File: config.mk
export PLATFORM = sky130hd
export DESIGN_NAME = isb_seq
export DESIGN_NICKNAME = d
export VERILOG_FILES = /design/src/rtl/isb_pkg.sv /design/src/rtl/isb_seq.sv
export SDC_FILE = /design/constraint.sdc
export NUM_CORES = 1
export LEC_CHECK = 0
export BUFFER_PORTS_ARGS = -buffer_cell sky130_fd_sc_hd__buf_2
export CORE_AREA = 2 2 126 128
export CTS_BUF_LIST = sky130_fd_sc_hd__clkbuf_4 sky130_fd_sc_hd__clkbuf_8
export DETAILED_ROUTE_END_ITERATION = 8
export DIE_AREA = 0 0 128 130
export HOLD_SLACK_MARGIN = 0.08
export PLACE_DENSITY = 0.87
export SLEW_MARGIN = 20
export SYNTH_ARGS = -nofsm -noshare
export SYNTH_HDL_FRONTEND = slang
export SYNTH_SLANG_ARGS = --single-unit
File: constraint.sdc
create_clock -name clock -period 13.75 [get_ports clock]
set_input_delay 1.375 -clock clock [delete_from_list [all_inputs] [get_ports clock]]
set_output_delay 1.375 -clock clock [all_outputs]
set_load 0.05 [all_outputs]
File: src/rtl/isb_pkg.sv
// ----------------------------------------------------------------------------
// isb_pkg: shared types and constants of the indexed sequence buffer
// Beat layouts, operation codes, sequencer states and store sizing.
// ----------------------------------------------------------------------------
package isb_pkg;

   // store sizing
   localparam int CAPACITY    = 256;
   localparam int VALUE_WIDTH = 32;
   localparam int ADDR_W      = $clog2(CAPACITY);
   localparam int LEN_W       = 9;

   // operation codes
   localparam logic [1:0] FUNC_INSERT = 2'd0;
   localparam logic [1:0] FUNC_ERASE  = 2'd1;
   localparam logic [1:0] FUNC_GET    = 2'd2;
   localparam logic [1:0] FUNC_SET    = 2'd3;

   // request beat
   typedef struct packed {
      logic [1:0]         func;
      logic [8:0]         index;
      logic signed [31:0] value;
      logic [8:0]         count;
      logic               run_last;
   } req_type;

   // response beat
   typedef struct packed {
      logic signed [31:0] read_value;
      logic               read_valid;
      logic [8:0]         length;
      logic               overflow;
   } rsp_type;

   // store access from the sequencer
   typedef struct packed {
      logic                   wr_en;
      logic [ADDR_W-1:0]      wr_addr;
      logic [VALUE_WIDTH-1:0] wr_data;
      logic                   rd_en;
      logic [ADDR_W-1:0]      rd_addr;
   } mem_ctl_type;

   // sequencer status toward the handshake logic
   typedef struct packed {
      logic ready;
      logic done;
   } seq_stat_type;

   // sequencer states
   typedef enum logic [3:0] {
      S_IDLE,
      S_PREP,
      S_UP,
      S_UP_END,
      S_PUT,
      S_DOWN,
      S_DOWN_END,
      S_GET,
      S_DONE
   } state_type;

endpackage

File: src/rtl/isb_seq.sv
// ----------------------------------------------------------------------------
// isb_seq: operation sequencer of the indexed sequence buffer
// Holds length, insert cursor and run flag, and walks the store one element
// per cycle with a single moving address to open or close gaps.
// ----------------------------------------------------------------------------
module isb_seq (
   input  logic                                clock,
   input  logic                                reset,
   input  logic                                req_take,
   input  isb_pkg::req_type                    req_data,
   input  logic                                out_free,
   input  logic [isb_pkg::VALUE_WIDTH-1:0]     mem_rdata,
   output isb_pkg::mem_ctl_type                mem_ctl,
   output isb_pkg::seq_stat_type               stat,
   output isb_pkg::rsp_type                    rsp
);

   localparam int AW = isb_pkg::ADDR_W;
   localparam int LW = isb_pkg::LEN_W;
   localparam logic [LW-1:0] CAP_LEN = LW'(isb_pkg::CAPACITY);

   isb_pkg::state_type state_ff, state_in;

   isb_pkg::req_type item_ff, item_in;
   logic [LW-1:0] count_ff, count_in;
   logic [LW-1:0] cursor_ff, cursor_in;
   logic          run_ff, run_in;
   logic [LW-1:0] src_ff, src_in;
   logic [AW-1:0] dst_ff, dst_in;
   logic          pend_ff, pend_in;
   logic [LW-1:0] pos_ff, pos_in;
   logic [LW-1:0] num_ff, num_in;
   logic [isb_pkg::VALUE_WIDTH-1:0] rd_val_ff, rd_val_in;
   logic          rd_ok_ff, rd_ok_in;
   logic          ovf_ff, ovf_in;

   // item decode
   logic [LW-1:0] sel_pos;
   logic [LW-1:0] ins_pos;
   logic          full;
   logic          in_range;
   logic [LW-1:0] avail;
   logic [LW-1:0] erase_n;
   logic [LW-1:0] erase_src;

   // shared address step: one add/subtract on the moving address
   logic          step_down;
   logic [LW-1:0] src_step;
   logic          src_at_end;

   always_comb begin
      sel_pos   = run_ff ? cursor_ff : item_ff.index;
      ins_pos   = (sel_pos > count_ff) ? count_ff : sel_pos;
      full      = (count_ff >= CAP_LEN);
      in_range  = (item_ff.index < count_ff);
      avail     = count_ff - item_ff.index;
      erase_n   = (item_ff.count < avail) ? item_ff.count : avail;
      erase_src = item_ff.index + erase_n;
   end

   assign step_down  = (state_ff == isb_pkg::S_UP);
   assign src_step   = step_down ? (src_ff - LW'(1)) : (src_ff + LW'(1));
   assign src_at_end = step_down ? (src_ff == pos_ff) : (src_ff == (count_ff - LW'(1)));

   // next state
   always_comb begin
      state_in = state_ff;
      case (state_ff)
         isb_pkg::S_IDLE: begin
            if (req_take) state_in = isb_pkg::S_PREP;
         end
         isb_pkg::S_PREP: begin
            case (item_ff.func)
               isb_pkg::FUNC_INSERT: begin
                  if (full)                   state_in = isb_pkg::S_DONE;
                  else if (count_ff > ins_pos) state_in = isb_pkg::S_UP;
                  else                        state_in = isb_pkg::S_PUT;
               end
               isb_pkg::FUNC_ERASE: begin
                  if (in_range && (erase_src < count_ff)) state_in = isb_pkg::S_DOWN;
                  else                                    state_in = isb_pkg::S_DONE;
               end
               isb_pkg::FUNC_GET: begin
                  state_in = in_range ? isb_pkg::S_GET : isb_pkg::S_DONE;
               end
               default: state_in = isb_pkg::S_DONE;
            endcase
         end
         isb_pkg::S_UP: begin
            if (src_at_end) state_in = isb_pkg::S_UP_END;
         end
         isb_pkg::S_UP_END:   state_in = isb_pkg::S_PUT;
         isb_pkg::S_PUT:      state_in = isb_pkg::S_DONE;
         isb_pkg::S_DOWN: begin
            if (src_at_end) state_in = isb_pkg::S_DOWN_END;
         end
         isb_pkg::S_DOWN_END: state_in = isb_pkg::S_DONE;
         isb_pkg::S_GET:      state_in = isb_pkg::S_DONE;
         isb_pkg::S_DONE: begin
            if (out_free) state_in = isb_pkg::S_IDLE;
         end
         default: state_in = isb_pkg::S_IDLE;
      endcase
   end

   // store access and status outputs
   always_comb begin
      mem_ctl   = '0;
      stat      = '0;
      case (state_ff)
         isb_pkg::S_IDLE: begin
            stat.ready = 1'b1;
         end
         isb_pkg::S_PREP: begin
            mem_ctl.rd_addr = item_ff.index[AW-1:0];
            mem_ctl.wr_addr = item_ff.index[AW-1:0];
            mem_ctl.wr_data = item_ff.value[isb_pkg::VALUE_WIDTH-1:0];
            if ((item_ff.func == isb_pkg::FUNC_GET) && in_range) mem_ctl.rd_en = 1'b1;
            if ((item_ff.func == isb_pkg::FUNC_SET) && in_range) mem_ctl.wr_en = 1'b1;
         end
         isb_pkg::S_UP, isb_pkg::S_DOWN: begin
            mem_ctl.rd_en   = 1'b1;
            mem_ctl.rd_addr = src_ff[AW-1:0];
            mem_ctl.wr_en   = pend_ff;
            mem_ctl.wr_addr = dst_ff;
            mem_ctl.wr_data = mem_rdata;
         end
         isb_pkg::S_UP_END, isb_pkg::S_DOWN_END: begin
            mem_ctl.wr_en   = 1'b1;
            mem_ctl.wr_addr = dst_ff;
            mem_ctl.wr_data = mem_rdata;
         end
         isb_pkg::S_PUT: begin
            mem_ctl.wr_en   = 1'b1;
            mem_ctl.wr_addr = pos_ff[AW-1:0];
            mem_ctl.wr_data = item_ff.value[isb_pkg::VALUE_WIDTH-1:0];
         end
         isb_pkg::S_DONE: begin
            stat.done = out_free;
         end
         default: ;
      endcase
   end

   // datapath register updates
   always_comb begin
      item_in   = item_ff;
      count_in  = count_ff;
      cursor_in = cursor_ff;
      run_in    = run_ff;
      src_in    = src_ff;
      dst_in    = dst_ff;
      pend_in   = pend_ff;
      pos_in    = pos_ff;
      num_in    = num_ff;
      rd_val_in = rd_val_ff;
      rd_ok_in  = rd_ok_ff;
      ovf_in    = ovf_ff;
      case (state_ff)
         isb_pkg::S_IDLE: begin
            if (req_take) begin
               item_in   = req_data;
               rd_val_in = '0;
               rd_ok_in  = 1'b0;
               ovf_in    = 1'b0;
            end
         end
         isb_pkg::S_PREP: begin
            pend_in = 1'b0;
            if (item_ff.func == isb_pkg::FUNC_INSERT) begin
               run_in = ~item_ff.run_last;
               pos_in = ins_pos;
               src_in = count_ff - LW'(1);
               if (full) begin
                  ovf_in    = 1'b1;
                  cursor_in = ins_pos;
               end
            end else begin
               run_in = 1'b0;
               if ((item_ff.func == isb_pkg::FUNC_ERASE) && in_range) begin
                  num_in = erase_n;
                  src_in = erase_src;
                  if (erase_src >= count_ff) count_in = count_ff - erase_n;
               end
            end
         end
         isb_pkg::S_UP: begin
            src_in  = src_step;
            dst_in  = AW'(src_ff + LW'(1));
            pend_in = 1'b1;
         end
         isb_pkg::S_UP_END: begin
            pend_in = 1'b0;
         end
         isb_pkg::S_PUT: begin
            count_in  = count_ff + LW'(1);
            cursor_in = pos_ff + LW'(1);
         end
         isb_pkg::S_DOWN: begin
            src_in  = src_step;
            dst_in  = AW'(src_ff - num_ff);
            pend_in = 1'b1;
         end
         isb_pkg::S_DOWN_END: begin
            pend_in  = 1'b0;
            count_in = count_ff - num_ff;
         end
         isb_pkg::S_GET: begin
            rd_val_in = mem_rdata;
            rd_ok_in  = 1'b1;
         end
         default: ;
      endcase
   end

   // control registers
   always_ff @(posedge clock) begin
      if (reset) begin
         state_ff  <= isb_pkg::S_IDLE;
         count_ff  <= '0;
         cursor_ff <= '0;
         run_ff    <= 1'b0;
         pend_ff   <= 1'b0;
      end else begin
         state_ff  <= state_in;
         count_ff  <= count_in;
         cursor_ff <= cursor_in;
         run_ff    <= run_in;
         pend_ff   <= pend_in;
      end
   end

   // payload registers
   always_ff @(posedge clock) begin
      item_ff   <= item_in;
      src_ff    <= src_in;
      dst_ff    <= dst_in;
      pos_ff    <= pos_in;
      num_ff    <= num_in;
      rd_val_ff <= rd_val_in;
      rd_ok_ff  <= rd_ok_in;
      ovf_ff    <= ovf_in;
   end

   // response fields, stable while in the done state
   always_comb begin
      rsp.read_value = 32'(signed'(rd_val_ff));
      rsp.read_valid = rd_ok_ff;
      rsp.length     = count_ff;
      rsp.overflow   = ovf_ff;
   end

endmodule

# Word-level counts from Yosys, hierarchy flattened
# Index checks and enable logic that the tools add are counted.
dict set report totals {
  elab_cells 126
  out_inout_bits 95
  ff_bits 146
}
dict set report classes {
  n_mux 41
  n_addsub 10
  n_bitwise 2
  reduce_logical 26
  order_cmp 7
  eq_ne 23
}
# op n
set op_table {}
lappend op_table {{41-bit one-hot mux with 4 select lines} 1}
lappend op_table {{9-bit 2-to-1 mux} 11}
lappend op_table {{32-bit one-hot mux with 2 select lines} 1}
lappend op_table {{9-bit one-hot mux with 2 select lines} 3}
lappend op_table {{32-bit 2-to-1 mux} 1}
lappend op_table {{4-bit 2-to-1 mux} 7}
lappend op_table {{4-bit one-hot mux with 7 select lines} 1}
lappend op_table {{9-bit by 1-bit adder with 9-bit output (second input constant)} 3}
lappend op_table {{9-bit less-than comparator} 3}
lappend op_table {{9-bit one-hot mux with 3 select lines} 1}
lappend op_table {{9-bit subtractor} 3}
lappend op_table {{9-bit equality test} 2}
lappend op_table {{9-bit > comparator} 2}
lappend op_table {{9-bit by 1-bit subtractor with 9-bit output (second input constant)} 2}
lappend op_table {{4-bit by 3-bit equality test with 1-bit output (second input constant)} 4}
lappend op_table {{2-bit != test (second input constant)} 8}
lappend op_table {{8-bit one-hot mux with 2 select lines} 1}
lappend op_table {{4-bit one-hot mux with 3 select lines} 1}
lappend op_table {{4-bit AND reduction} 3}
lappend op_table {{2-bit nonzero test} 6}
lappend op_table {{9-bit adder} 1}
lappend op_table {{9-bit >= comparator} 1}
lappend op_table {{9-bit >= comparator (second input constant)} 1}
lappend op_table {{1-bit 2-to-1 mux} 9}
lappend op_table {{19 further kinds} 33}

# Logic depth before layout (Yosys ltp)
# Gate-level depths: netlist of the first run.
dict set report logic_depth {
  depth_word 9
  depth_mapped 33
  mapped_depth_nobuf 32
}

# Least setup slack after synthesis of the first run
# No wires, ideal clock.
dict set report synth_timing {
  path_kind {reg-to-reg}
  startpoint {reg count_ff[0]}
  endpoint {reg count_ff[1]}
  period_less_slack_ns 6.636
  path_slack_ns 7.114
  path_buffers 1
  path_stages_with_launch 34
  t_arrival_ns 6.508
  path_cell_list {dfxtp_1 > inv_1 > ha_1 > fa_1 > nand2b_1 > a21oi_1 > a21o_1 > a21oi_1 > xnor2_1 > inv_1 > ha_1 > nand4_1 > o211ai_1 > a211oi_2 > nand2_1 > o21ai_0 > ha_1 > inv_1 > fa_1 > o21ai_0 > a31oi_1 > o21ai_0 > xnor2_1 > xnor2_1 > ha_1 > and4_1 > nand2_1 > o211ai_1 > nor2_1 > nand2_1 > a21oi_1 > buf_2 > mux2i_1 > nor2_1}
}
dict set report synth_via {
  elab_chain_cells 8
}
# item line_no
set synth_rtl {}
lappend synth_rtl {{from (decl)} isb_seq.sv:25} ;# logic [LW-1:0] count_ff, count_in;
lappend synth_rtl {{from (signal assigned)} isb_seq.sv:226} ;# count_ff <= count_in;
lappend synth_rtl {{9-bit subtractor *} isb_seq.sv:56} ;# avail = count_ff - item_ff.index;
lappend synth_rtl {{9-bit less-than comparator} isb_seq.sv:57} ;# erase_n = (item_ff.count < avail) ? item_ff.count : avail;
lappend synth_rtl {{9-bit 2-to-1 mux *} isb_seq.sv:57}
lappend synth_rtl {{via erase_n[0]} isb_seq.sv:43} ;# logic [LW-1:0] erase_n;
lappend synth_rtl {{parallel branches: the longest is 5 deep, another holds 9-bit adder} -}
# Mark *: on every way through the listed nets, which the timed path passes. The select of a mux whose other input is x is not followed.
# A chain may end at the register's enable or synchronous reset.

# Worst setup path after layout of the first run
dict set report layout_timing {
  startpoint {reg count_ff[0]}
  endpoint {reg count_ff[6]}
}
# Same word-level chain as after synthesis.

==> impl_metrics.py, run 1 <==
metrics = {
    "placed_design": {
        "hpwl_mm": 20.3,
        "place_congestion": 1.01,
        "portBuffers": 183,
        "dpl-instance-area_um2": 10400,
    },
    "sta": {
        "rsz0062_at_grt": "no",
        "finalMaxSlewViolations": 0,
        "finalCriticalPeriod_ps": 7660,
        "slew_headroom_pct": 26.9,
        "tns_ps": 0,
        "fmax_mhz": 131,
        "setup_viol": 0,
        "post-route-period-util_pct": 55.7,
        "clock_skew_ps": 15.3,
        "tightest_slew_ps": 1100,
        "final-hold-violation-count": 0,
    },
    "clocking": {
        "clockRootBuffer": "clkbuf_8",
        "htree_levels": 4,
        "cts_tree": "yes",
        "hold_buffers": 0,
        "cts_setup_buffers": 0,
        "postCtsResizedCells": 0,
        "clockBufferDepth": 2,
        "clk_pin_slew_ps": 80,
        "numCtsBuffers": 17,
        "clock_sinks": 146,
        "clock_latency_ps": 470,
    },
    "route": {
        "firstDrtPassIters": 7,
        "vias": 8217,
        "routed_wl_mm": 27.1,
        "drtIter0Drc": 1076,
        "wire_per_inst_um": 20.8,
        "vias_per_cell": 6.31,
        "postRouteAntennaNets": 0,
        "drc": 0,
    },
    "worst_setup_path": {
        "required_ps": 14080,
        "cp.arrival_ps": 7980,
        "startpoint_type": "flip-flop",
        "crit_slowest_cell": "a211oi_2",
        "critPathMaxFanout": 19,
        "criticalPathCategory": "reg -> reg",
        "critPathMaxStageDelay_ps": 890,
        "critPathCaptureType": "flip-flop",
        "cpMostUsedCell": "ha_1",
    },
    "final_layout": {
        "syn2layout_area_growth_pct": 15.1,
        "final_cell_mix": "buf_2 (183), edfxtp_1 (122), nand2_1 (73), ha_1 (73), o21ai_0 (72)",
        "final_common_cell": "buf_2",
        "n_antenna_cell": 0,
        "layout-drive-gt1-share_pct": 22.4,
        "design_area_um2": 10800,
        "nets": 1263,
    },
    "floorplanning": {
        "dieArea_um2": 16600,
        "die_width_um": 128,
        "coreArea_um2": 15400,
        "start_util_pct": 60.6,
        "fp.dieH_um": 130,
        "row_count": 46,
        "io-pin-count": 184,
    },
    "global_route": {
        "grt_overflow": 0,
        "grt_pass1_vias": 7597,
        "grt_max_degree": 54,
        "grt_pass1_wl_mm": 40.7,
        "track_usage_pct": 32.3,
        "antenna_found_initial": 0,
    },
    "run": {
        "drv_cap": 0,
    },
    "pwr": {
        "powerDensity_nw_per_um2": 165,
        "ir_worst_vdd_mv": 0.0935,
        "p_leak_nw": 4.70,
    },
    "logic_synthesis": {
        "synth_edf_count": 122,
        "synthArstFlopShare_pct": 0,
        "syn_nets": 1102,
        "ys_ff_latch": 146,
        "ys_types": 71,
        "synth_ff_type": "edfxtp_1",
        "synthesis.area_um2": 9340,
        "syn_avg_cell_area_um2": 9.98,
        "synthCells": 936,
        "synth-seq-area-share_pct": 44.3,
        "synth_warnings": 0,
    },
    "run_status": {
        "status": "completed",
    },
    "hold_path": {
        "hold_path.class": "reg -> reg",
    },
}
==> final cells by class <==
type / count / area (um^2)
Multi-Input combinational cell: 680 / 4790
Clock buffer: 19 / 249
Sequential cell: 146 / 4140
Clock inverter: 13 / 126
Fill cell: 1129 / 4670
Timing Repair Buffer: 192 / 983
Inverter: 60 / 226
Tap cell: 192 / 240
==> layer usage <==
metal | up-vias | global-route usage (%) | wire, um
li1 | 3772 | - | -
met3 | 122 | 7.13 | 2550
met5 | - | 0 | 0
met4 | 0 | 18.8 | 1620
met1 | 3777 | 40.9 | 10300
met2 | 546 | 51.6 | 12700
==> worst paths after layout <==
path / startpoint / end / slack (ps) / cells past startpoint
min reg2reg: cursor_ff[3] / cursor_ff[3] / 470 / 2
max: count_ff[0] / count_ff[6] / 6090 / 32
min: cursor_ff[3] / cursor_ff[3] / 470 / 2
max reg2reg: count_ff[0] / count_ff[6] / 6090 / 32
==> Yosys cell counts, drive strengths merged, types with 5 or more instances <==
library cell / instances / area share (%)
a22o: 32 / 3.0
a21oi: 60 / 3.3
ha: 73 / 9.8
nor2: 62 / 2.5
a21o: 13 / 1.0
o211ai: 8 / 0.64
or3: 6 / 0.40
nor3: 14 / 0.91
o31ai: 5 / 0.40
buf: 11 / 0.63
a222oi: 8 / 0.86
mux2i: 17 / 1.8
nand3: 21 / 1.1
a211oi: 16 / 1.3
o21ai: 80 / 4.3
nand2b: 11 / 0.74
dfxtp: 24 / 5.1
inv: 59 / 2.4
xnor2: 38 / 3.6
clkbuf: 39 / 1.6
xor2: 19 / 1.8
nand4: 9 / 0.60
nand2: 74 / 3.0
nor2b: 9 / 0.60
and2: 32 / 2.1
nor4: 9 / 0.83
edfxtp: 122 / 39
a31oi: 7 / 0.54
==> where the power goes <==
group / internal [W] / switching [W] / total [W]
logic: 0.000273 / 0.000561 / 0.000834
clock network: 0.000150 / 0.000180 / 0.000330
registers: 0.000556 / 0.0000492 / 0.000606
==> worst max-delay path, delay by kind of cell (launching register included) <==
kind | cells | cell delay (ps)
adder cells (fa/ha/maj) | 6 | 1960
multiplexers | 1 | 260
XOR/XNOR | 3 | 500
AO/OA/AOI/OAI | 11 | 3010
flip-flops | 1 | 510
buffers and inverters | 3 | 350
AND/OR/NAND/NOR | 8 | 930
==> state kept, by name, indices dropped and copies added (netlist names) <==
register   count
ovf_ff         1
rd_val_ff     32
src_ff         9
state_ff       4
dst_ff         8
num_ff         9
pend_ff        1
cursor_ff      9
pos_ff         9
count_ff       9
run_ff         1
item_ff       53
rd_ok_ff       1
==> stage by stage <==
step	setup WS (ps)	power, W	hold WS (ps)	util, %	std cells
2_1_floorplan	7110	0.00121	432	-	936
3_3_place_gp	6350	0.00140	445	67.3	1270
3_5_place_dp	5950	0.00142	449	67.3	1270
4_1_cts	5880	0.00175	465	69.7	1302
5_1_grt	5540	0.00186	477	69.7	1302
6_report	6090	0.00177	466	69.7	1302
==> kinds of logic (layout without fill, tap and decap cells) <==
logic type	Yosys count	count (layout)	synth area share, %
AO/OA/AOI/OAI	259	259	18.2
XOR/XNOR	58	58	5.58
adder cells (fa/ha/maj)	77	77	10.6
buffers and inverters	110	284	4.61
flip-flops	146	146	44.3
multiplexers	20	20	2.18
AND/OR/NAND/NOR	266	266	14.5
Note: power is estimated with default switching activity, not from simulation.
==> run 2, diff against run 1 <==
--- a/config.mk
+++ b/config.mk
@@ -6,12 +6,12 @@
 export NUM_CORES = 1
 export LEC_CHECK = 0
 export BUFFER_PORTS_ARGS = -buffer_cell sky130_fd_sc_hd__buf_2
-export CORE_AREA = 2 2 126 128
+export CORE_AREA = 2 2 130 132
 export CTS_BUF_LIST = sky130_fd_sc_hd__clkbuf_4 sky130_fd_sc_hd__clkbuf_8
 export DETAILED_ROUTE_END_ITERATION = 8
-export DIE_AREA = 0 0 128 130
+export DIE_AREA = 0 0 132 134
 export HOLD_SLACK_MARGIN = 0.08
-export PLACE_DENSITY = 0.87
+export PLACE_DENSITY = 0.83
 export SLEW_MARGIN = 20
 export SYNTH_ARGS = -nofsm -noshare
 export SYNTH_HDL_FRONTEND = slang
==> constraint.sdc (replaced) <==
create_clock -name clock -period 7.7 [get_ports clock]
set_input_delay 0.77 -clock clock [delete_from_list [all_inputs] [get_ports clock]]
set_output_delay 0.77 -clock clock [all_outputs]
set_load 0.05 [all_outputs]
==> run 2 against run 1 <==
First-iteration DRC count down 14%. Count of clock-buffer cells in the layout down 2. Critical path depth grew 1. Fmax rose by 9.1%. Hold slack worse by 7.9 ps. Register-to-register slack got worse by 5400 ps. Design area is 1.0% higher. Routed wire length fell by 0.28%. Combinational power grew 77%. Clock power is 99% higher. Non-clock buffer count increased by 2. Critical path type unchanged. Largest power group unchanged. Highest routed layer unchanged.
==> impl_metrics.py, run 2 (same netlist as run 1, synthesis figures left out) <==
metrics = {
    "run_status": {
        "status": "completed",
    },
    "placed_design": {
        "portBuffers": 183,
        "place_congestion": 1.03,
        "hpwl_mm": 20.4,
        "dp.cells": 1300,
    },
    "sta": {
        "slew_headroom_pct": 37.2,
        "clock_skew_ps": 15.0,
        "tns_ps": 0,
        "rsz0062_at_grt": "no",
        "final-hold-violation-count": 0,
        "finalCriticalPeriod_ps": 7020,
        "tightest_slew_ps": 938,
        "fmax_mhz": 142,
        "setup_viol": 0,
        "finalMaxSlewViolations": 0,
        "post-route-period-util_pct": 91.2,
    },
    "route": {
        "postRouteAntennaNets": 0,
        "wire_per_inst_um": 20.3,
        "drc": 0,
        "drtIter0Drc": 925,
        "routed_wl_mm": 27.1,
        "vias_per_cell": 6.18,
        "firstDrtPassIters": 7,
        "vias": 8235,
    },
    "worst_setup_path": {
        "startpoint_type": "flip-flop",
        "critPathCaptureType": "flip-flop",
        "reg2reg_depth": 33,
        "critPathMaxFanout": 19,
        "critPathMaxStageDelay_ps": 520,
        "r2r_setup_slack_ps": 680,
        "cpMostUsedCell": "a21oi_1",
        "required_ps": 8100,
        "reg2reg_to": "count_ff[8]",
        "cp.arrival_ps": 7420,
        "reg2reg_from": "count_ff[0]",
        "crit_slowest_cell": "dfxtp_1",
        "criticalPathCategory": "reg -> reg",
    },
    "clocking": {
        "clk_pin_slew_ps": 110,
        "hold_buffers": 0,
        "clockRootBuffer": "clkbuf_8",
        "numCtsBuffers": 17,
        "clock_sinks": 146,
        "postCtsResizedCells": 0,
        "clockBufferDepth": 2,
        "cts_tree": "yes",
        "cts_setup_buffers": 0,
        "htree_levels": 4,
        "clock_latency_ps": 480,
    },
    "final_layout": {
        "largest_reg_flops": 53,
        "final_cell_mix": "buf_2 (183), edfxtp_1 (122), nand2_1 (73), ha_1 (73), o21ai_0 (72)",
        "reg_top3": "item_ff (53), rd_val_ff (32)",
        "nets": 1265,
        "top_register": "item_ff",
        "syn2layout_area_growth_pct": 16.3,
        "final_common_cell": "buf_2",
        "layout-drive-gt1-share_pct": 22.7,
        "utilization_pct": 66.7,
        "fin_cells": 1333,
    },
    "global_route": {
        "grt_pass1_wl_mm": 41.7,
        "grt_max_degree": 54,
        "antenna_found_initial": 0,
        "grt_overflow": 0,
        "track_usage_pct": 30.4,
        "grt_pass1_vias": 7671,
    },
    "floorplanning": {
        "io-pin-count": 184,
        "die_width_um": 132,
        "start_util_pct": 57.4,
        "coreArea_um2": 16300,
        "dieArea_um2": 17700,
        "row_count": 47,
        "fp.dieH_um": 134,
    },
    "pwr": {
        "ir_worst_vdd_mv": 0.184,
        "p_leak_nw": 4.74,
        "powerDensity_nw_per_um2": 296,
    },
    "hold_path": {
        "whs_endpoint": "item_ff[36]",
        "whs_path_depth": 1,
        "min_from": "req_data[36]",
        "hold_path.class": "in -> reg",
    },
    "run": {
        "drv_cap": 0,
    },
}
[run 2: report_power, final]
group          total [W]  internal, W  switching (W)
Clock           0.000656     0.000304       0.000352
Sequential       0.00108     0.000993      0.0000880
Combinational    0.00148     0.000488       0.000990
[run 2: through the flow]
stage               hold WS [ps]  setup WS, ps  power (W)  instance area, um^2
floorplan                    432          1060    0.00217                 9340
global placement             447          1120    0.00251                10400
detailed placement           473           798    0.00254                10400
CTS                          448           752    0.00319                10900
global route                 446           125    0.00338                10900
finish                       458           680    0.00321                10900
[run 2: critical path: cells and delay by family (launching register included)]
kind            cells  cell delay (ps)
compound gates     12             2170
fa+ha+maj           6             1940
simple gates        7             1060
buf+inv             5              820
flops               1              520
xor+xnor            3              420
[run 2: worst max-delay path by stage]
stage | start | endpoint | cells past startpoint
floorplan | count_ff[0] | count_ff[1] | 33
global placement | count_ff[0] | count_ff[8] | 33
detailed placement | count_ff[0] | count_ff[8] | 33
CTS | count_ff[0] | count_ff[8] | 33
global route | count_ff[0] | count_ff[8] | 33
finish | count_ff[0] | count_ff[8] | 33
[run 2: per-layer routing]
layer | vias to the layer above | part of all wire [%] | GRT usage, % | routed length, um
li1 | 3786 | - | - | -
met3 | 105 | 8.7 | 6.20 | 2370
met5 | - | 0 | 0 | 0
met4 | 0 | 5.2 | 14.7 | 1400
met1 | 3864 | 39 | 38.7 | 10400
met2 | 480 | 48 | 49.9 | 12900
[run 2: cell type report]
cell class                 count  area, um^2
multi-input combinational    680        4790
tap                          220         275
sequential                   146        4140
inverter                      60         226
antenna                        1        2.50
timing repair buffer         194         998
fill                        1312        5430
clock buffer                  17         234
clock inverter                15         194
